[src/hdl/svid_pkg.sv]
package svid_pkg;

  // Instruction format selector, bits [31:30]
  localparam logic [1:0] OP_BRANCH = 2'd0;
  localparam logic [1:0] OP_CALL   = 2'd1;
  localparam logic [1:0] OP_ALU    = 2'd2;
  localparam logic [1:0] OP_MEM    = 2'd3;

  // Format 2 op2 values that are implemented
  localparam logic [2:0] OP2_BICC  = 3'd2;
  localparam logic [2:0] OP2_SETHI = 3'd4;

  // Condition codes with special handling
  localparam logic [3:0] COND_NEVER  = 4'd0;
  localparam logic [3:0] COND_ALWAYS = 4'd8;

  // Execution unit
  localparam logic [1:0] UNIT_NONE = 2'd0;
  localparam logic [1:0] UNIT_IU   = 2'd1;
  localparam logic [1:0] UNIT_BPU  = 2'd2;
  localparam logic [1:0] UNIT_LSU  = 2'd3;

  // Opcodes outside the op3 space
  localparam logic [6:0] OPC_CALL  = 7'd64;
  localparam logic [6:0] OPC_BICC  = 7'd65;
  localparam logic [6:0] OPC_SETHI = 7'd66;

  // Memory access kinds
  localparam logic [3:0] MEM_NONE = 4'd0;
  localparam logic [3:0] MEM_LDSB = 4'd1;
  localparam logic [3:0] MEM_LDSH = 4'd2;
  localparam logic [3:0] MEM_LDUB = 4'd3;
  localparam logic [3:0] MEM_LDUH = 4'd4;
  localparam logic [3:0] MEM_LD   = 4'd5;
  localparam logic [3:0] MEM_LDD  = 4'd6;
  localparam logic [3:0] MEM_STB  = 4'd7;
  localparam logic [3:0] MEM_STH  = 4'd8;
  localparam logic [3:0] MEM_ST   = 4'd9;
  localparam logic [3:0] MEM_STD  = 4'd10;

  // Load/store op3 codes
  localparam logic [5:0] OP3_LD    = 6'h00;
  localparam logic [5:0] OP3_LDUB  = 6'h01;
  localparam logic [5:0] OP3_LDUH  = 6'h02;
  localparam logic [5:0] OP3_LDD   = 6'h03;
  localparam logic [5:0] OP3_ST    = 6'h04;
  localparam logic [5:0] OP3_STB   = 6'h05;
  localparam logic [5:0] OP3_STH   = 6'h06;
  localparam logic [5:0] OP3_STD   = 6'h07;
  localparam logic [5:0] OP3_LDSB  = 6'h09;
  localparam logic [5:0] OP3_LDSH  = 6'h0A;

  // ALU-format op3 codes
  localparam logic [5:0] OP3_ADD     = 6'h00;
  localparam logic [5:0] OP3_AND     = 6'h01;
  localparam logic [5:0] OP3_OR      = 6'h02;
  localparam logic [5:0] OP3_XOR     = 6'h03;
  localparam logic [5:0] OP3_SUB     = 6'h04;
  localparam logic [5:0] OP3_ANDN    = 6'h05;
  localparam logic [5:0] OP3_ORN     = 6'h06;
  localparam logic [5:0] OP3_XNOR    = 6'h07;
  localparam logic [5:0] OP3_ADDX    = 6'h08;
  localparam logic [5:0] OP3_SUBX    = 6'h0C;
  localparam logic [5:0] OP3_ADDCC   = 6'h10;
  localparam logic [5:0] OP3_ANDCC   = 6'h11;
  localparam logic [5:0] OP3_ORCC    = 6'h12;
  localparam logic [5:0] OP3_XORCC   = 6'h13;
  localparam logic [5:0] OP3_SUBCC   = 6'h14;
  localparam logic [5:0] OP3_ANDNCC  = 6'h15;
  localparam logic [5:0] OP3_ORNCC   = 6'h16;
  localparam logic [5:0] OP3_XNORCC  = 6'h17;
  localparam logic [5:0] OP3_ADDXCC  = 6'h18;
  localparam logic [5:0] OP3_SUBXCC  = 6'h1C;
  localparam logic [5:0] OP3_TADDCC  = 6'h20;
  localparam logic [5:0] OP3_TSUBCC  = 6'h21;
  localparam logic [5:0] OP3_MULSCC  = 6'h24;
  localparam logic [5:0] OP3_SLL     = 6'h25;
  localparam logic [5:0] OP3_SRL     = 6'h26;
  localparam logic [5:0] OP3_SRA     = 6'h27;
  localparam logic [5:0] OP3_RDY     = 6'h28;
  localparam logic [5:0] OP3_RDPSR   = 6'h29;
  localparam logic [5:0] OP3_WRY     = 6'h30;
  localparam logic [5:0] OP3_WRPSR   = 6'h31;
  localparam logic [5:0] OP3_JMPL    = 6'h38;
  localparam logic [5:0] OP3_TICC    = 6'h3A;
  localparam logic [5:0] OP3_SAVE    = 6'h3C;
  localparam logic [5:0] OP3_RESTORE = 6'h3D;

  // rd field use
  localparam logic [1:0] DEST_NONE  = 2'd0;
  localparam logic [1:0] DEST_READ  = 2'd1;
  localparam logic [1:0] DEST_WRITE = 2'd2;

  // flag_use bits
  localparam logic [3:0] FL_PSR_RD = 4'b0001;
  localparam logic [3:0] FL_PSR_WR = 4'b0010;
  localparam logic [3:0] FL_Y_RD   = 4'b0100;
  localparam logic [3:0] FL_Y_WR   = 4'b1000;

  localparam logic [4:0] REG_LINK = 5'd15;

  typedef struct packed {
    logic       bad;
    logic [1:0] unit;
    logic [6:0] opcode;
    logic [3:0] mem_access;
    logic       src1_valid;
    logic [4:0] src1_reg;
    logic       src2_valid;
    logic [4:0] src2_reg;
    logic [1:0] dest_mode;
    logic [4:0] dest_reg;
    logic       dest_pair;
    logic [3:0] flag_use;
  } decode_t;

endpackage

[src/hdl/sparc_v8_integer_decoder.sv]
// Integer-subset instruction decoder, two register stages.
// An input transfer loads the instruction register; its decode then loads the result register.
// Throughput: one instruction per cycle while the output is not stalled; the decode cone
// lies between the instruction register and the result register.
// Reset (rst, synchronous, active high) empties both stages; no data is cleared.
module sparc_v8_integer_decoder (
  input  logic        clk,
  input  logic        rst,
  input  logic        in_valid,
  output logic        in_stall,
  input  logic [31:0] instr_word,
  output logic        out_valid,
  input  logic        out_stall,
  output logic        bad,
  output logic [1:0]  unit,
  output logic [6:0]  opcode,
  output logic [3:0]  mem_access,
  output logic        src1_valid,
  output logic [4:0]  src1_reg,
  output logic        src2_valid,
  output logic [4:0]  src2_reg,
  output logic [1:0]  dest_mode,
  output logic [4:0]  dest_reg,
  output logic        dest_pair,
  output logic [3:0]  flag_use
);

  // Stage 1 holds the raw word, stage 2 holds the decode result.
  logic               word_valid;
  logic [31:0]        word;
  svid_pkg::decode_t  dec_next;
  svid_pkg::decode_t  result;

  logic out_adv;   // result register may load
  logic word_adv;  // instruction register may load

  // A stage advances when it is empty or the stage after it moves on,
  // so a waiting result blocks a new transfer only once stage 1 is full too.
  assign out_adv  = !out_valid || !out_stall;
  assign word_adv = !word_valid || out_adv;
  assign in_stall = !word_adv;

  always_ff @(posedge clk) begin
    if (rst) begin
      word_valid <= 1'b0;
    end else if (word_adv) begin
      word_valid <= in_valid;
    end
  end

  // Hold the word when no transfer happens.
  always_ff @(posedge clk) begin
    if (word_adv && in_valid) begin
      word <= instr_word;
    end
  end

  svid_decode u_decode (
    .word (word),
    .dec  (dec_next)
  );

  always_ff @(posedge clk) begin
    if (rst) begin
      out_valid <= 1'b0;
    end else if (out_adv) begin
      out_valid <= word_valid;
    end
  end

  // Capture the decode only for a live word; a stalled result holds.
  always_ff @(posedge clk) begin
    if (out_adv && word_valid) begin
      result <= dec_next;
    end
  end

  assign bad        = result.bad;
  assign unit       = result.unit;
  assign opcode     = result.opcode;
  assign mem_access = result.mem_access;
  assign src1_valid = result.src1_valid;
  assign src1_reg   = result.src1_reg;
  assign src2_valid = result.src2_valid;
  assign src2_reg   = result.src2_reg;
  assign dest_mode  = result.dest_mode;
  assign dest_reg   = result.dest_reg;
  assign dest_pair  = result.dest_pair;
  assign flag_use   = result.flag_use;

endmodule

[src/hdl/svid_decode.sv]
module svid_decode (
  input  logic [31:0]            word,
  output svid_pkg::decode_t      dec
);

  logic [1:0] op;
  logic [4:0] rd;
  logic [3:0] cond;
  logic [2:0] op2;
  logic [5:0] op3;
  logic       ok;
  logic       src;
  logic [1:0] dmode;
  logic       pair;
  logic [4:0] dreg;

  assign op   = word[31:30];
  assign rd   = word[29:25];
  assign cond = word[28:25];
  assign op2  = word[24:22];
  assign op3  = word[24:19];

  always_comb begin
    dec   = '0;
    ok    = 1'b1;
    src   = 1'b0;
    dmode = svid_pkg::DEST_NONE;
    pair  = 1'b0;
    dreg  = rd;

    unique case (op)
      svid_pkg::OP_CALL: begin
        dec.unit   = svid_pkg::UNIT_BPU;
        dec.opcode = svid_pkg::OPC_CALL;
        dmode      = svid_pkg::DEST_WRITE;
        dreg       = svid_pkg::REG_LINK;
      end
      svid_pkg::OP_BRANCH: begin
        unique case (op2)
          svid_pkg::OP2_BICC: begin
            dec.unit   = svid_pkg::UNIT_BPU;
            dec.opcode = svid_pkg::OPC_BICC;
            if (cond != svid_pkg::COND_ALWAYS && cond != svid_pkg::COND_NEVER) begin
              dec.flag_use = svid_pkg::FL_PSR_RD;
            end
          end
          svid_pkg::OP2_SETHI: begin
            dec.unit   = svid_pkg::UNIT_IU;
            dec.opcode = svid_pkg::OPC_SETHI;
            dmode      = svid_pkg::DEST_WRITE;
          end
          default: ok = 1'b0;
        endcase
      end
      svid_pkg::OP_MEM: begin
        dec.unit   = svid_pkg::UNIT_LSU;
        dec.opcode = {1'b0, op3};
        src        = 1'b1;
        dmode      = svid_pkg::DEST_WRITE;
        unique case (op3)
          svid_pkg::OP3_LDSB: dec.mem_access = svid_pkg::MEM_LDSB;
          svid_pkg::OP3_LDSH: dec.mem_access = svid_pkg::MEM_LDSH;
          svid_pkg::OP3_LDUB: dec.mem_access = svid_pkg::MEM_LDUB;
          svid_pkg::OP3_LDUH: dec.mem_access = svid_pkg::MEM_LDUH;
          svid_pkg::OP3_LD:   dec.mem_access = svid_pkg::MEM_LD;
          svid_pkg::OP3_LDD: begin
            dec.mem_access = svid_pkg::MEM_LDD;
            pair           = 1'b1;
          end
          svid_pkg::OP3_STB: begin
            dec.mem_access = svid_pkg::MEM_STB;
            dmode          = svid_pkg::DEST_READ;
          end
          svid_pkg::OP3_STH: begin
            dec.mem_access = svid_pkg::MEM_STH;
            dmode          = svid_pkg::DEST_READ;
          end
          svid_pkg::OP3_ST: begin
            dec.mem_access = svid_pkg::MEM_ST;
            dmode          = svid_pkg::DEST_READ;
          end
          svid_pkg::OP3_STD: begin
            dec.mem_access = svid_pkg::MEM_STD;
            dmode          = svid_pkg::DEST_READ;
            pair           = 1'b1;
          end
          default: ok = 1'b0;
        endcase
      end
      default: begin
        // arithmetic, logic, shift, state register and control transfer
        dec.unit   = svid_pkg::UNIT_IU;
        dec.opcode = {1'b0, op3};
        src        = 1'b1;
        dmode      = svid_pkg::DEST_WRITE;
        unique case (op3) inside
          svid_pkg::OP3_ADD, svid_pkg::OP3_AND, svid_pkg::OP3_OR, svid_pkg::OP3_XOR,
          svid_pkg::OP3_SUB, svid_pkg::OP3_ANDN, svid_pkg::OP3_ORN, svid_pkg::OP3_XNOR,
          svid_pkg::OP3_SLL, svid_pkg::OP3_SRL, svid_pkg::OP3_SRA,
          svid_pkg::OP3_SAVE, svid_pkg::OP3_RESTORE: ;
          svid_pkg::OP3_ADDX, svid_pkg::OP3_SUBX:
            dec.flag_use = svid_pkg::FL_PSR_RD;
          svid_pkg::OP3_ADDCC, svid_pkg::OP3_ANDCC, svid_pkg::OP3_ORCC,
          svid_pkg::OP3_XORCC, svid_pkg::OP3_SUBCC, svid_pkg::OP3_ANDNCC,
          svid_pkg::OP3_ORNCC, svid_pkg::OP3_XNORCC,
          svid_pkg::OP3_TADDCC, svid_pkg::OP3_TSUBCC:
            dec.flag_use = svid_pkg::FL_PSR_WR;
          svid_pkg::OP3_ADDXCC, svid_pkg::OP3_SUBXCC:
            dec.flag_use = svid_pkg::FL_PSR_RD | svid_pkg::FL_PSR_WR;
          svid_pkg::OP3_MULSCC:
            dec.flag_use = svid_pkg::FL_PSR_RD | svid_pkg::FL_PSR_WR
                         | svid_pkg::FL_Y_RD | svid_pkg::FL_Y_WR;
          svid_pkg::OP3_JMPL:
            dec.unit = svid_pkg::UNIT_BPU;
          svid_pkg::OP3_RDY: begin
            dec.flag_use = svid_pkg::FL_Y_RD;
            src          = 1'b0;
          end
          svid_pkg::OP3_RDPSR: begin
            dec.flag_use = svid_pkg::FL_PSR_RD;
            src          = 1'b0;
          end
          svid_pkg::OP3_WRY: begin
            dec.flag_use = svid_pkg::FL_Y_WR;
            dmode        = svid_pkg::DEST_NONE;
          end
          svid_pkg::OP3_WRPSR: begin
            dec.flag_use = svid_pkg::FL_PSR_WR;
            dmode        = svid_pkg::DEST_NONE;
          end
          svid_pkg::OP3_TICC: begin
            // only trap-always is implemented
            ok       = (cond == svid_pkg::COND_ALWAYS);
            dec.unit = svid_pkg::UNIT_BPU;
            src      = 1'b0;
            dmode    = svid_pkg::DEST_NONE;
          end
          default: ok = 1'b0;
        endcase
      end
    endcase

    if (src) begin
      dec.src1_valid = 1'b1;
      dec.src1_reg   = word[18:14];
      if (!word[13]) begin
        dec.src2_valid = 1'b1;
        dec.src2_reg   = word[4:0];
      end
    end
    if (dmode != svid_pkg::DEST_NONE) begin
      dec.dest_mode = dmode;
      dec.dest_reg  = pair ? {dreg[4:1], 1'b0} : dreg;
      dec.dest_pair = pair;
    end

    if (!ok) begin
      dec     = '0;
      dec.bad = 1'b1;
    end
  end

endmodule

[config.mk]
export PLATFORM = sky130hd
export DESIGN_NAME = sparc_v8_integer_decoder
export DESIGN_NICKNAME = d
export VERILOG_FILES = /design/src/hdl/svid_pkg.sv /design/src/hdl/sparc_v8_integer_decoder.sv /design/src/hdl/svid_decode.sv
export SDC_FILE = /design/constraint.sdc
export NUM_CORES = 1
export LEC_CHECK = 0
export BUFFER_PORTS_ARGS = -buffer_cell sky130_fd_sc_hd__buf_2
export CORE_ASPECT_RATIO = 1.25
export CORE_MARGIN = 10
export CORE_UTILIZATION = 26
export CTS_CLUSTER_DIAMETER = 30
export CTS_CLUSTER_SIZE = 40
export DETAILED_ROUTE_END_ITERATION = 10
export HOLD_SLACK_MARGIN = 0.05
export PLACE_DENSITY = 0.46
export SYNTH_ARGS = -nofsm -noshare
export SYNTH_HDL_FRONTEND = slang
export SYNTH_SLANG_ARGS = --single-unit
[constraint.sdc]
create_clock -name clk -period 9.8 [get_ports clk]
set_input_delay 1.47 -clock clk [delete_from_list [all_inputs] [get_ports clk]]
set_output_delay 1.47 -clock clk [all_outputs]
set_load 0.01 [all_outputs]
==> results of run 1 <==
[worst min-delay path by stage]
stage | from | endpoint | slack [ns] | cells past startpoint
finish | word_valid | out_valid | 0.51 | 2
global route | word[15] | src1_reg[1] | 0.55 | 1
CTS | word_valid | out_valid | 0.51 | 2
detailed placement | word_valid | out_valid | 0.51 | 2
global placement | word_valid | out_valid | 0.47 | 2
floorplan | word_valid | out_valid | 0.44 | 2
[final cells by class]
class,instances,share of cell area [%]
Sequential cell,64,53.1
Multi-Input combinational cell,127,23.7
Timing Repair Buffer,69,9.77
Clock buffer,11,6.77
Tap cell,132,4.61
Clock inverter,5,1.57
Inverter,5,0.524
[worst register-to-register path, cell delays in order, from the launching register on]
cell	delay (ns)
edfxtp_1	0.85
nor2b_1	0.57
nand4_1	0.19
o211ai_2	0.18
or2_1	0.32
nand2_1	0.10
[synth_stat cells (2+ instances only)]
cell type / count
nor3b_1: 7
nand2b_1: 8
nand2_1: 9
nand3_1: 2
inv_1: 3
nor3_1: 11
inv_2: 2
xnor2_1: 2
xor2_1: 2
a21oi_1: 8
buf_4: 3
nand3b_1: 2
edfxtp_1: 62
nor2b_1: 6
o22ai_1: 3
o211ai_2: 2
buf_2: 3
dfxtp_1: 2
nor2_1: 21
buf_6: 2
or3_1: 2
clkbuf_1: 5
a31oi_1: 3
and3_1: 10
[routing by layer]
layer  track usage (%)  part of all wire [%]
met1              10.9                    42
met2              14.5                    51
met3              2.80                   5.5
met4              5.23                   2.1
met5                 0                     0
[stage by stage]
step | total power [uW] | worst slack (ns) | utilization [%] | cells
after floorplan | 373 | 5.03 | - | 209
after CTS | 717 | 6.37 | 33.8 | 413
after global placement | 397 | 6.38 | 31.0 | 397
after detailed placement | 398 | 6.37 | 31.0 | 397
after global routing | 738 | 6.32 | 33.8 | 413
final | 704 | 6.37 | 33.8 | 413
[logic make-up after synthesis]
logic type	synth area share, %
AO/OA/AOI/OAI	11.1
XOR/XNOR	1.24
buffers and inverters	3.44
flip-flops	67.1
multiplexers	0.353
AND/OR/NAND/NOR	16.8
[power by group]
group	switching, uW	internal, uW	total (uW)
Combinational	34.3	24.6	58.9
Sequential	13.0	319	332
Clock	110	203	313
==> summary.txt, run 1 <==
Final min period -> 3.43 ns
Final wirelength -> 6660 um
Yosys cell types -> 53
Largest net degree at the start of global routing -> 39
Actual slew at the worst max-slew pin -> 0.807 ns
Total clock sinks -> 64
R2R Path Start -> word[22]
Crit path max-delay family -> buffers and inverters
Critical Path Source Type -> input port
Main area contributors after synthesis -> edfxtp_1 66%, nor2_1 2.8%, and3_1 2.2%
Worst-case clock buffer depth -> 2
Dpl cell area -> 3290 um2
CP Cell Sequence -> buf_2 -> and3_1 -> buf_2
Cell area after layout -> 3580 um2
Commonest non-fill, non-tap cell in the layout -> buf_2
Synth warn -> 0
Share of the synthesized area in the top cell type -> 65.7%
Detailed placement HPWL -> 4830 um
Outcome -> finished clean
Antenna viol nets, final -> 0
Period utilization -> 35.0%
Crit path top cell by count -> buf_2
Max reg flops -> 24
Max-Cap Viols -> 0
Syn Inst Count -> 209
Yosys top cell by area -> edfxtp_1
Cell area after synthesis -> 2840 um2
Pwr dens -> 196 nW/um2
Post-cts gate resize count -> 0
Die H -> 137 um
RSZ-0062 raised after global routing -> no
Slowest cell on the critical path -> and3_1
Final Hold Vio Count -> 0
TritonCTS clock tree -> yes
Setup crit end -> in_stall
Ys flop type -> edfxtp_1
Commonest cells after routing, fill and taps aside -> 67 x buf_2, 62 x edfxtp_1, 21 x nor2_1
Antenna cells -> 0
Path depth of the worst reg2reg path -> 5
CP endpoint kind -> output pin
Vias in the first global route -> 2028
Total CTS buffers -> 9
Sequential Area -> 1900 um2
Synthesis-to-finish area growth -> 26.4%
R2r endpoint -> bad
Clock-pin slew on the worst setup and hold paths -> 0.05 ns
Congestion Overflow GR -> 0
CP Launch Point -> out_stall
Initial antenna violation count -> 0
Final Net Count -> 312
Leakage power -> 0.00134 uW
Gr usage total -> 9.18%
Multi-input gate area -> 850 um2
Fraction of layout instances using a drive strength above 1 -> 35.6%
Final setup TNS -> 0 ns
Worst EP arrival -> 1.96 ns
R2r setup slk -> 7.34 ns
1st-iter DRT viols -> 164
Fmax -> 292 MHz
Final setup fails -> 0
Hold_ws -> 0.511 ns
I/O pin count -> 76
Setup Skew -> 0.00719 ns
Crit path depth -> 3
Min-delay worst type -> reg2reg
Die area -> 15500 um2
Final Wtd Congestion -> 0.780
Pre-antenna DRT Iters -> 4
# DRC -> 0
#FFs+latches synth -> 64
Root buffer cell -> clkbuf_16
Worst path max stage delay -> 0.21 ns
Fin. max-slew vios -> 0
Die X -> 113 um
Setup Fix Bufs, Post-CTS -> 0
H-tree depth -> 3
Net count after synthesis -> 245
Filler cells -> 1091
Slew headroom -> 46.2%
Crit-path max FO -> 3
Post-synthesis sequential area ratio -> 67.1%
Largest Register -> word
Fraction of registers with async set or reset after synthesis -> 0%
IO Port Bufs -> 67
Via-to-Cell Ratio -> 4.62
Post-cts hold buffer count -> 0
Initial Util -> 26.7%
Critical path class -> in2out
EDFF count, synth -> 62
Buf/Inv on CP -> 2
Clk_lat worst skew -> 0.33 ns
Max VDD drop -> 0.0745 mV
First-pass GRT wire length -> 11100 um
Avg Cell Area, Syn -> 13.6 um2
WL per Instance -> 16.1 um
Row count -> 42
Core box area -> 10600 um2
CP required -> 8.33 ns
Vias -> 1906
(Power assumes the default switching activity.)
==> run 2: changes to the inputs <==
--- a/config.mk
+++ b/config.mk
@@ -5,6 +5,7 @@
 export SDC_FILE = /design/constraint.sdc
 export NUM_CORES = 1
 export LEC_CHECK = 0
+export ABC_AREA = 1
 export BUFFER_PORTS_ARGS = -buffer_cell sky130_fd_sc_hd__buf_2
 export CORE_ASPECT_RATIO = 1.25
 export CORE_MARGIN = 10
==> constraint.sdc (replaced) <==
create_clock -name clk -period 3.58 [get_ports clk]
set_input_delay 0.537 -clock clk [delete_from_list [all_inputs] [get_ports clk]]
set_output_delay 0.537 -clock clk [all_outputs]
set_load 0.01 [all_outputs]
==> summary.txt, run 2 <==
Outcome -> finished clean
Avg Cell Area, Syn -> 11.0 um2 (-19%)
Initial Util -> 26.7% (-0.038 points)
Critical Path Source Type -> flip-flop
Period utilization -> 56.1%
Worst path max stage delay -> 0.59 ns (+0.38 ns)
Mux cell area share after synthesis -> 0% (-0.35 points)
Ys flop type -> edfxtp_1
IO Port Bufs -> 67 (unchanged)
Antenna viol nets, final -> 0 (unchanged)
H-tree depth -> 3 (unchanged)
Dpl cell area -> 3340 um2 (+1.8%)
Max-Cap Viols -> 0 (unchanged)
Via-to-Cell Ratio -> 4.30 (-6.8%)
Row count -> 42 (unchanged)
WL per Instance -> 14.0 um (-13%)
R2r setup slk -> 1.57 ns (-5.77 ns)
Slowest cell on the critical path -> edfxtp_1
Vias in the first global route -> 2125 (+4.8%)
Fraction of registers with async set or reset after synthesis -> 0% (unchanged)
Max reg flops -> 24 (unchanged)
Leakage power -> 0.00160 uW (+20%)
Congestion Overflow GR -> 0 (unchanged)
Net Sw Frac -> 22.1% (-0.24 points)
Die H -> 137 um (+0.15%)
Final Worst Setup Slack -> 1.57 ns (-4.80 ns)
Layout Utilization -> 34.3% (+0.49 points)
RSZ-0062 raised after global routing -> no
Final Net Count -> 370 (+19%)
Final setup fails -> 0 (unchanged)
Max VDD drop -> 0.227 mV (+200%)
Synth Area in XOR/XNOR -> 0% (-1.2 points)
Post-cts gate resize count -> 0 (unchanged)
Gr usage total -> 8.84% (-0.35 points)
Pint -> 1520 uW (+180%)
Placement Setup Slack -> 1.52 ns (-4.85 ns)
Die area -> 15600 um2 (+0.30%)
Total CTS buffers -> 9 (unchanged)
Commonest non-fill, non-tap cell in the layout -> buf_2
Clock network fraction of total power -> 46.3% (+1.8 points)
Yosys cell types -> 24 (-55%)
Actual slew at the worst max-slew pin -> 0.937 ns (+0.130 ns)
Final wirelength -> 6570 um (-1.3%)
Fmax -> 498 MHz
Main area contributors after synthesis -> edfxtp_1 65%, nand2_1 6.7%, nor2_1 4.5%
Final setup TNS -> 0 ns (unchanged)
Cell area after layout -> 3650 um2 (+2.0%)
Post-synth top cells -> 62 x edfxtp_1, 51 x nand2_1, 34 x nor2_1
Slew headroom -> 37.5% (-8.8 points)
Sequential power share -> 45.4% (-1.7 points)
Die X -> 114 um (+0.15%)
Adder-Cell Fraction of Synth Area -> 0% (unchanged)
#FFs+latches synth -> 64 (unchanged)
Pwr dens -> 535 nW/um2 (+170%)
Hold_ws -> 0.377 ns (-0.134 ns)
Fin. max-slew vios -> 0 (unchanged)
I/O pin count -> 76 (unchanged)
Yosys top cell by area -> edfxtp_1
TritonCTS clock tree -> yes
Switching power -> 433 uW (+180%)
Post-synthesis sequential area ratio -> 66.8% (-0.24 points)
Pre-antenna DRT Iters -> 6 (+2)
Share of the synthesized area in the top cell type -> 65.4% (-0.23 points)
Comb pwr share -> 8.3% (about the same)
Setup Fix Bufs, Post-CTS -> 0 (unchanged)
Commonest cells after routing, fill and taps aside -> 67 x buf_2, 62 x edfxtp_1, 51 x nand2_1
Final Hold Vio Count -> 0 (unchanged)
Crit path max-delay family -> simple AND/OR/NAND/NOR gates
Buf/Inv on CP -> 1 (-1)
Worst EP arrival -> 2.08 ns (+0.12 ns)
CP required -> 3.65 ns (-4.68 ns)
Largest Register -> word
Post-cts hold buffer count -> 0 (unchanged)
EDFF count, synth -> 62 (unchanged)
Root buffer cell -> clkbuf_16
Vias -> 2021 (+6.0%)
Total clock sinks -> 64 (unchanged)
Antenna cells -> 0 (unchanged)
Clock-pin slew on the worst setup and hold paths -> 0.05 ns (about the same)
Largest family of logic cells by synthesized area -> simple AND/OR/NAND/NOR gates
1st-iter DRT viols -> 101 (-38%)
Critical path class -> reg2reg
Compound-Gate Fraction of Synth Area -> 3.87% (-7.2 points)
Fraction of layout instances using a drive strength above 1 -> 34.0% (-1.6 points)
# DRC -> 0 (unchanged)
Clk_lat worst skew -> 0.33 ns (about the same)
Cell area after synthesis -> 2850 um2 (+0.35%)
Syn Inst Count -> 258 (+23%)
Initial antenna violation count -> 0 (unchanged)
Crit-path max FO -> 9 (+6)
Core box area -> 10700 um2 (+0.49%)
Setup Skew -> 0.00681 ns (-0.000382 ns)
CP endpoint kind -> flip-flop
Final min period -> 2.01 ns
Net count after synthesis -> 294 (+20%)
Synthesis-to-finish area growth -> 28.5%
First-pass GRT wire length -> 10600 um (-4.6%)
Worst-case clock buffer depth -> 2 (unchanged)
CP Cell Sequence -> inv_4 -> nand2_1 -> nor2_1 -> nand2_1 -> nand2_1 -> nor2_1 -> nand2_1 -> nor2_1 -> nand2_4 -> nand2_4 -> a21oi_1
Min-delay worst type -> in2reg
Crit path top cell by count -> nand2_1
Post-Synth Simple-Gate Area -> 23.7% (+6.9 points)
Count leader, synth -> edfxtp_1
Detailed placement HPWL -> 5030 um (+4.1%)
Largest net degree at the start of global routing -> 31 (-21%)
Synth warn -> 0 (unchanged)
Final Wtd Congestion -> 0.908 (+16%)
==> run 2: cell count changes after synthesis, moves of 7 or more <==
cell / previous run / this run
and3_1: 10 / 0
nor3_1: 11 / 2
inv_1: 3 / 29
nand2_1: 9 / 51
nor3b_1: 7 / 0
nor2_2: 1 / 9
nand3_1: 2 / 19
nor2_1: 21 / 34
nand2b_1: 8 / 0
==> run 2: power by group through the flow <==
stage	sequential (uW)	combinational, uW	clock (uW)
finish	888	163	906
CTS	888	167	928
global route	892	185	958
detailed placement	903	167	0
global placement	903	165	0
floorplan	908	97.9	0
==> run 2: logic make-up (layout without fill, tap and decap cells) <==
kind of cell	after synthesis	in the layout
buf+inv	39	119
flops	64	64
compound gates	21	21
simple gates	134	134
==> run 2: final cells by class <==
class | instances | area [um2]
Tap cell | 132 | 165
Timing Repair Buffer | 68 | 343
Clock buffer | 9 | 225
Clock inverter | 6 | 85.1
Fill cell | 1081 | 7010
Sequential cell | 64 | 1900
Inverter | 36 | 138
Multi-Input combinational cell | 155 | 797
==> run 2: final timing paths <==
check | startpoint | to | cells after the start
worst max-delay path | word[22] | opcode[1] | 11
worst min-delay path | rst | out_valid | 2
worst max register to register | word[22] | opcode[1] | 11
worst min register to register | out_valid | out_valid | 2
==> run 2: metal layers <==
| metal | vias up | track usage, % | wire (um) |
|---|---|---|---|
| li1 | 1022 | - | - |
| met1 | 924 | 9.68 | 2730 |
| met2 | 60 | 14.5 | 3290 |
| met3 | 15 | 2.63 | 335 |
| met4 | 0 | 6.00 | 206 |
| met5 | - | 0 | 0 |
==> run 2: per-stage QoR <==
stage / cells / total power [uW]
final: 470 / 1960
after global routing: 470 / 2040
after detailed placement: 455 / 1070
after floorplan: 258 / 1010
after global placement: 455 / 1070
after CTS: 470 / 1980
==> run 2: worst register-to-register path, stage by stage, from the launching register on <==
cell	delay, ns
edfxtp_1	0.59
inv_4	0.11
nand2_1	0.13
nor2_1	0.07
nand2_1	0.06
nand2_1	0.05
nor2_1	0.10
nand2_1	0.06
nor2_1	0.23
nand2_4	0.14
nand2_4	0.15
a21oi_1	0.06
